--- src/design/crc_fur_pkg.sv ---
// crc_fur_pkg: types, constants and the crc-16 byte update for the framed receiver
// no dependencies; imported by the interfaces, the parser and the top level
`default_nettype none

package crc_fur_pkg;

   // frame delimiters
   localparam logic [7:0]  SOF_BYTE  = 8'h7E;
   localparam logic [7:0]  STOP_BYTE = 8'h7F;

   // crc-16/ccitt-false
   localparam logic [15:0] CRC_INIT = 16'hFFFF;
   localparam logic [15:0] CRC_POLY = 16'h1021;

   // parser phases
   typedef enum logic [2:0] {
      PH_IDLE,
      PH_SEQ,
      PH_LEN,
      PH_DATA,
      PH_CRC_HI,
      PH_CRC_LO,
      PH_END
   } phase_type;

   // frame status codes
   typedef enum logic [1:0] {
      ST_NEW     = 2'd0,
      ST_DUP     = 2'd1,
      ST_CRC_ERR = 2'd2,
      ST_BAD_EOF = 2'd3
   } status_type;

   // one result item
   typedef struct packed {
      status_type  frame_status;
      logic [7:0]  frame_seq;
      logic [6:0]  frame_length;
      logic        ack_request;
      logic        ack_suppressed;
      logic [15:0] received_crc;
      logic [15:0] computed_crc;
   } result_type;

   // msb-first crc update over one byte
   function automatic logic [15:0] crc_feed(input logic [15:0] crc, input logic [7:0] data);
      logic [15:0] c;
      c = crc ^ {data, 8'h00};
      for (int i = 0; i < 8; i++) begin
         if (c[15]) begin
            c = {c[14:0], 1'b0} ^ CRC_POLY;
         end else begin
            c = {c[14:0], 1'b0};
         end
      end
      return c;
   endfunction

endpackage

`default_nettype wire

--- src/design/crc_fur_parser.sv ---
// crc_fur_parser: frame state machine with on-the-fly crc and ack fault injection
// depends on crc_fur_pkg; produces at most one result per accepted byte
`default_nettype none

module crc_fur_parser
   import crc_fur_pkg::*;
#(
   parameter int MAX_LEN = 64
) (
   input  wire logic        clock,
   input  wire logic        reset,
   input  wire logic        byte_valid,
   input  wire logic [7:0]  rx_byte,
   input  wire logic [15:0] ack_drop_interval,
   output      logic        result_valid,
   output      result_type  result
);

   phase_type   phase_ff,      phase_in;
   logic [7:0]  seq_ff,        seq_in;
   logic [7:0]  length_ff,     length_in;
   logic [7:0]  seen_ff,       seen_in;
   logic [15:0] crc_ff,        crc_in;
   logic [15:0] rx_crc_ff,     rx_crc_in;
   logic [7:0]  prior_seq_ff,  prior_seq_in;
   logic        seq_known_ff,  seq_known_in;
   logic [15:0] drop_phase_ff, drop_phase_in;

   logic [15:0] crc_next;
   logic [7:0]  seen_next;
   logic [15:0] drop_next;
   logic        drop;

   assign crc_next  = crc_feed(crc_ff, rx_byte);
   assign seen_next = seen_ff + 8'd1;
   assign drop_next = drop_phase_ff + 16'd1;
   assign drop      = (ack_drop_interval != 16'd0) && (drop_next >= ack_drop_interval);

   // state registers
   always_ff @(posedge clock) begin
      if (reset) begin
         phase_ff      <= PH_IDLE;
         seq_ff        <= 8'd0;
         length_ff     <= 8'd0;
         seen_ff       <= 8'd0;
         crc_ff        <= CRC_INIT;
         rx_crc_ff     <= 16'd0;
         prior_seq_ff  <= 8'd0;
         seq_known_ff  <= 1'b0;
         drop_phase_ff <= 16'd0;
      end else begin
         phase_ff      <= phase_in;
         seq_ff        <= seq_in;
         length_ff     <= length_in;
         seen_ff       <= seen_in;
         crc_ff        <= crc_in;
         rx_crc_ff     <= rx_crc_in;
         prior_seq_ff  <= prior_seq_in;
         seq_known_ff  <= seq_known_in;
         drop_phase_ff <= drop_phase_in;
      end
   end

   // next state and result
   always_comb begin
      phase_in      = phase_ff;
      seq_in        = seq_ff;
      length_in     = length_ff;
      seen_in       = seen_ff;
      crc_in        = crc_ff;
      rx_crc_in     = rx_crc_ff;
      prior_seq_in  = prior_seq_ff;
      seq_known_in  = seq_known_ff;
      drop_phase_in = drop_phase_ff;

      result_valid          = 1'b0;
      result.frame_status   = ST_BAD_EOF;
      result.frame_seq      = seq_ff;
      result.frame_length   = length_ff[6:0];
      result.ack_request    = 1'b0;
      result.ack_suppressed = 1'b0;
      result.received_crc   = rx_crc_ff;
      result.computed_crc   = 16'd0;

      if (byte_valid) begin
         unique case (phase_ff)
            PH_IDLE: begin
               if (rx_byte == SOF_BYTE) begin
                  crc_in   = CRC_INIT;
                  phase_in = PH_SEQ;
               end
            end
            PH_SEQ: begin
               seq_in   = rx_byte;
               crc_in   = crc_next;
               phase_in = PH_LEN;
            end
            PH_LEN: begin
               length_in = rx_byte;
               crc_in    = crc_next;
               seen_in   = 8'd0;
               if ({1'b0, rx_byte} > 9'(MAX_LEN)) begin
                  phase_in = PH_IDLE;
               end else if (rx_byte == 8'd0) begin
                  phase_in = PH_CRC_HI;
               end else begin
                  phase_in = PH_DATA;
               end
            end
            PH_DATA: begin
               crc_in  = crc_next;
               seen_in = seen_next;
               if (seen_next >= length_ff) begin
                  phase_in = PH_CRC_HI;
               end
            end
            PH_CRC_HI: begin
               rx_crc_in = {rx_byte, 8'h00};
               phase_in  = PH_CRC_LO;
            end
            PH_CRC_LO: begin
               rx_crc_in = {rx_crc_ff[15:8], rx_byte};
               phase_in  = PH_END;
            end
            PH_END: begin
               result_valid = 1'b1;
               phase_in     = PH_IDLE;
               if (rx_byte == STOP_BYTE) begin
                  result.computed_crc = crc_ff;
                  if (crc_ff != rx_crc_ff) begin
                     result.frame_status = ST_CRC_ERR;
                  end else begin
                     // fault injection counter
                     if (ack_drop_interval == 16'd0 || drop) begin
                        drop_phase_in = 16'd0;
                     end else begin
                        drop_phase_in = drop_next;
                     end
                     // duplicate detection
                     if (seq_known_ff && seq_ff == prior_seq_ff) begin
                        result.frame_status = ST_DUP;
                     end else begin
                        result.frame_status = ST_NEW;
                        prior_seq_in        = seq_ff;
                        seq_known_in        = 1'b1;
                     end
                     result.ack_request    = !drop;
                     result.ack_suppressed = drop;
                  end
               end
            end
            default: begin
               phase_in = PH_IDLE;
            end
         endcase
      end
   end

endmodule

`default_nettype wire
--- config.mk ---
export PLATFORM = sky130hd
export DESIGN_NAME = crc_fur_parser
export DESIGN_NICKNAME = d
export VERILOG_FILES = /design/src/design/crc_fur_pkg.sv /design/src/design/crc_fur_parser.sv
export SDC_FILE = /design/constraint.sdc
export NUM_CORES = 1
export LEC_CHECK = 0
export BUFFER_PORTS_ARGS = -buffer_cell sky130_fd_sc_hd__buf_2
export CORE_UTILIZATION = 61
export CTS_CLUSTER_DIAMETER = 80
export DETAILED_ROUTE_END_ITERATION = 7
export PLACE_DENSITY = 0.85
export SLEW_MARGIN = 40
export SYNTH_ARGS = -nofsm -noshare
export SYNTH_HDL_FRONTEND = slang
export SYNTH_SLANG_ARGS = --single-unit
--- constraint.sdc ---
create_clock -name clock -period 5.7 [get_ports clock]
set_clock_uncertainty 0.15 [all_clocks]
set_input_delay 0.285 -clock clock [delete_from_list [all_inputs] [get_ports clock]]
set_output_delay 0.285 -clock clock [all_outputs]
set_load 0.1 [all_outputs]
==> insert_results.sql <==
INSERT INTO impl_metrics (metric_group, metric, value, unit) VALUES
('critical_path', 'critical_path.slowest_cell', 'or3_1', ''),
('clocking', 'cts-buffers-inserted', '9', ''),
('synth', 'syn_inst', '608', ''),
('critical_path', 'max_stage_delay', '520', 'ps'),
('sta', 'setup-violations-final', '0', ''),
('global_route', 'gr-usage-all-layers', '31.5', '%'),
('synth', 'synth.ff_latch_count', '84', ''),
('synth', 'synth_cell_type_count', '57', ''),
('sta', 'slew_headroom', '53.4', '%'),
('critical_path', 'r2r_end', 'drop_phase_ff[6]', ''),
('critical_path', 'critical_path.startpoint', 'drop_phase_ff[0]', ''),
('clocking', 'clk_pin_slew_worst_paths', '90', 'ps'),
('synth', 'yosysWarningCount', '0', ''),
('critical_path', 'critical_path.reg2reg.startpoint', 'drop_phase_ff[0]', ''),
('power', 'netSwitchingFraction', '29.4', '%'),
('status', 'run_status', 'completed', ''),
('sta', 'unrepaired_setup_endpoints_after_global_routing', 'no', ''),
('synth', 'top_ff_cell_synth', 'dfxtp_1', ''),
('final_layout', 'postLayoutCellArea', '5450', 'um^2'),
('placement', 'gpl.final_weighted_congestion', '0.919', ''),
('power', 'power.sequential.fraction', '49.2', '%'),
('power', 'vdd_drop_max', '0.000167', 'V'),
('synth', 'syn_avg_cell_area', '8.00', 'um^2'),
('final_layout', 'post_route_cells_drive_above_1_share', '16.5', '%'),
('synth', 'synth_area_leaders', 'dfxtp_1 35%, nand2_1 6.9%, xor2_1 6.8%', ''),
('sta', 'setup-tns-final', '0', 'ps'),
('critical_path', 'cp.arrival', '3880', 'ps'),
('clocking', 'clock_tree.buffer_depth', '2', ''),
('routing', 'detail_route.first_pass.iterations', '5', ''),
('power', 'pwr-share-clk', '35.7', '%'),
('placement', 'portBuffers', '78', ''),
('global_route', 'initial_antenna_violation_count', '0', ''),
('critical_path', 'worst_setup_start_kind', 'flop', ''),
('floorplan', 'floorplan.initialDensity', '62.9', '%'),
('critical_path', 'highest_net_fanout_along_the_worst_path', '6', ''),
('power', 'switching_power', '0.372', 'mW'),
('critical_path', 'classification_of_the_worst_setup_path', 'reg2out', ''),
('sta', 'fmaxAchievable', '0.232', 'GHz'),
('power', 'power.density', '232', 'nW/um^2'),
('sta', 'tightest_slew', '700', 'ps'),
('hold_path', 'worstHoldPathType', 'in2reg', ''),
('critical_path', 'critPathBufInv', '1', ''),
('power', 'static-leakage-power', '2.30', 'nW'),
('floorplan', 'dieWidth', '91.3', 'um'),
('floorplan', 'std_cell_rows', '32', ''),
('power', 'design_power_total', '1.27', 'mW'),
('floorplan', 'core-area', '7730', 'um^2'),
('synth', 'synth_sequential_area_ratio', '34.6', '%'),
('routing', 'viasPerCell', '6.02', ''),
('floorplan', 'top_level_ports', '79', ''),
('placement', 'place.detailed.hpwl', '8930', 'um'),
('placement', 'postPlaceCellArea', '5240', 'um^2'),
('critical_path', 'rr_worst_depth', '12', ''),
('job', 'maxCapViolations', '0', ''),
('routing', 'routed_wl', '12700', 'um'),
('routing', 'remaining_drc_errors', '0', ''),
('final_layout', 'antenna-diode-count', '0', ''),
('final_layout', 'layout_overhead_on_the_synthesized_area', '12.0', '%'),
('synth', 'netlist.top_cell.by_area', 'dfxtp_1', ''),
('critical_path', 'cp_cell_sequence', 'ha_1 > nand3_1 > or3_1 > nor2_1 > xor2_1 > ha_1 > nand4_1 > a211o_1 > nor3_1 > nor2_1 > nand2_1 > and3_1 > buf_2', ''),
('clocking', 'holdBufCountCts', '0', ''),
('synth', 'synthesis.nets', '661', ''),
('global_route', 'number_of_global_route_vias_before_repair', '4430', ''),
('routing', 'dr.first_iter.drc_count', '312', ''),
('sta', 'finalCriticalPeriod', '4310', 'ps'),
('global_route', 'grt_start_max_net_pins', '63', ''),
('synth', 'synthesis.area', '4860', 'um^2'),
('sta', 'fraction_of_the_cycle_the_final_worst_path_needs', '75.6', '%'),
('sta', 'finalWorstSetupSlack', '1390', 'ps'),
('clocking', 'cts.sinks', '84', ''),
('clocking', 'ctsHtreeMaxLevel', '3', '');
layer usage:
| metal | wire (um) | GRT usage [%] |
|---|---|---|
| met3 | 899 | 4.94 |
| met5 | 0 | 0 |
| met4 | 448 | 16.4 |
| met1 | 5350 | 41.2 |
| met2 | 6020 | 50.2 |
worst min path at each step:
stage	from	to	cells after the start
2_1_floorplan	rx_byte[1]	length_ff[1]	2
3_3_place_gp	seq_known_ff	seq_known_ff	1
3_5_place_dp	prior_seq_ff[5]	prior_seq_ff[5]	2
4_1_cts	rx_byte[1]	length_ff[1]	3
5_1_grt	rx_byte[1]	length_ff[1]	3
6_report	rx_byte[1]	length_ff[1]	3
registers in the layout, indices dropped and copies added, names as in the netlist:
signal / count
crc_ff: 16
drop_phase_ff: 16
length_ff: 8
phase_ff: 3
prior_seq_ff: 8
rx_crc_ff: 16
seen_ff: 8
seq_ff: 8
seq_known_ff: 1
through the flow:
step           utilization, %  hold WS (ps)  cells
2_1_floorplan               -           271    608
3_3_place_gp             67.7           299    753
3_5_place_dp             67.8           308    753
4_1_cts                  70.5          81.6    769
5_1_grt                  70.5          98.6    769
6_report                 70.5          85.1    769
power groups by stage:
stage / clock network (mW) / logic (mW) / registers, mW
2_1_floorplan: 0 / 0.134 / 0.644
3_3_place_gp: 0 / 0.182 / 0.636
3_5_place_dp: 0 / 0.187 / 0.637
4_1_cts: 0.455 / 0.189 / 0.623
5_1_grt: 0.482 / 0.207 / 0.626
6_report: 0.452 / 0.191 / 0.624
worst register-to-register path: stages, from the launching register on:
cell and delay [ps]:
dfxtp_1 410, ha_1 270, nand3_1 210, or3_1 520, nor2_1 180, xor2_1 240, ha_1 280, nand4_1 180
o21bai_1 120, nor3b_1 270, or4b_4 600, or2_4 300, o31ai_2 170
layout make-up:
type	instances	area (um^2)
clock inverters	4	55.1
inverters	29	109
multi-input cells	457	2910
fillers	602	2280
flip-flops and latches	84	1680
clock buffers	12	155
well taps	102	128
repair buffers	81	413
placed cells by master, fill, tap and decap left out, types with 7 or more instances in the layout:
master / count
nand2b_1: 7
xor2_1: 38
mux2i_1: 8
nor2_1: 44
clkbuf_8: 11
xnor2_1: 30
buf_2: 78
and2_1: 17
o22ai_1: 12
inv_1: 27
nand3_1: 27
a22oi_1: 11
o21ai_0: 27
nor4_1: 10
nor3_1: 9
nand4_1: 8
a21oi_1: 40
dfxtp_1: 84
nand2_1: 90
ha_1: 26
cells by family (layout without fill, tap and decap cells):
kind of cell / Yosys count / count (layout) / synth area share (%)
compound gates: 116 / 116 / 15.3
xor+xnor: 68 / 68 / 12.2
fa+ha+maj: 26 / 26 / 6.69
buf+inv: 67 / 126 / 5.81
flops: 84 / 84 / 34.6
mux: 8 / 8 / 1.65
simple gates: 239 / 239 / 23.8
cell usage after synthesis, types with 2 or more instances:
library cell / n
xor2_1: 38
nor2_1: 45
a21oi_1: 40
nand2b_1: 7
mux2i_1: 8
nor3_1: 10
xnor2_1: 30
and2_1: 17
buf_4: 7
nand3b_1: 2
clkbuf_1: 27
buf_2: 4
or3_1: 3
nor4_1: 10
a221oi_1: 2
nand2_1: 90
dfxtp_1: 84
ha_1: 26
nand4_1: 8
or4_1: 3
a41o_1: 2
o2bb2ai_1: 3
a21o_1: 2
and3_1: 6
a22oi_1: 11
o22ai_1: 12
o21ai_0: 27
a211o_1: 3
nand3_1: 27
inv_1: 27
Power figures use the tool's default switching activity.
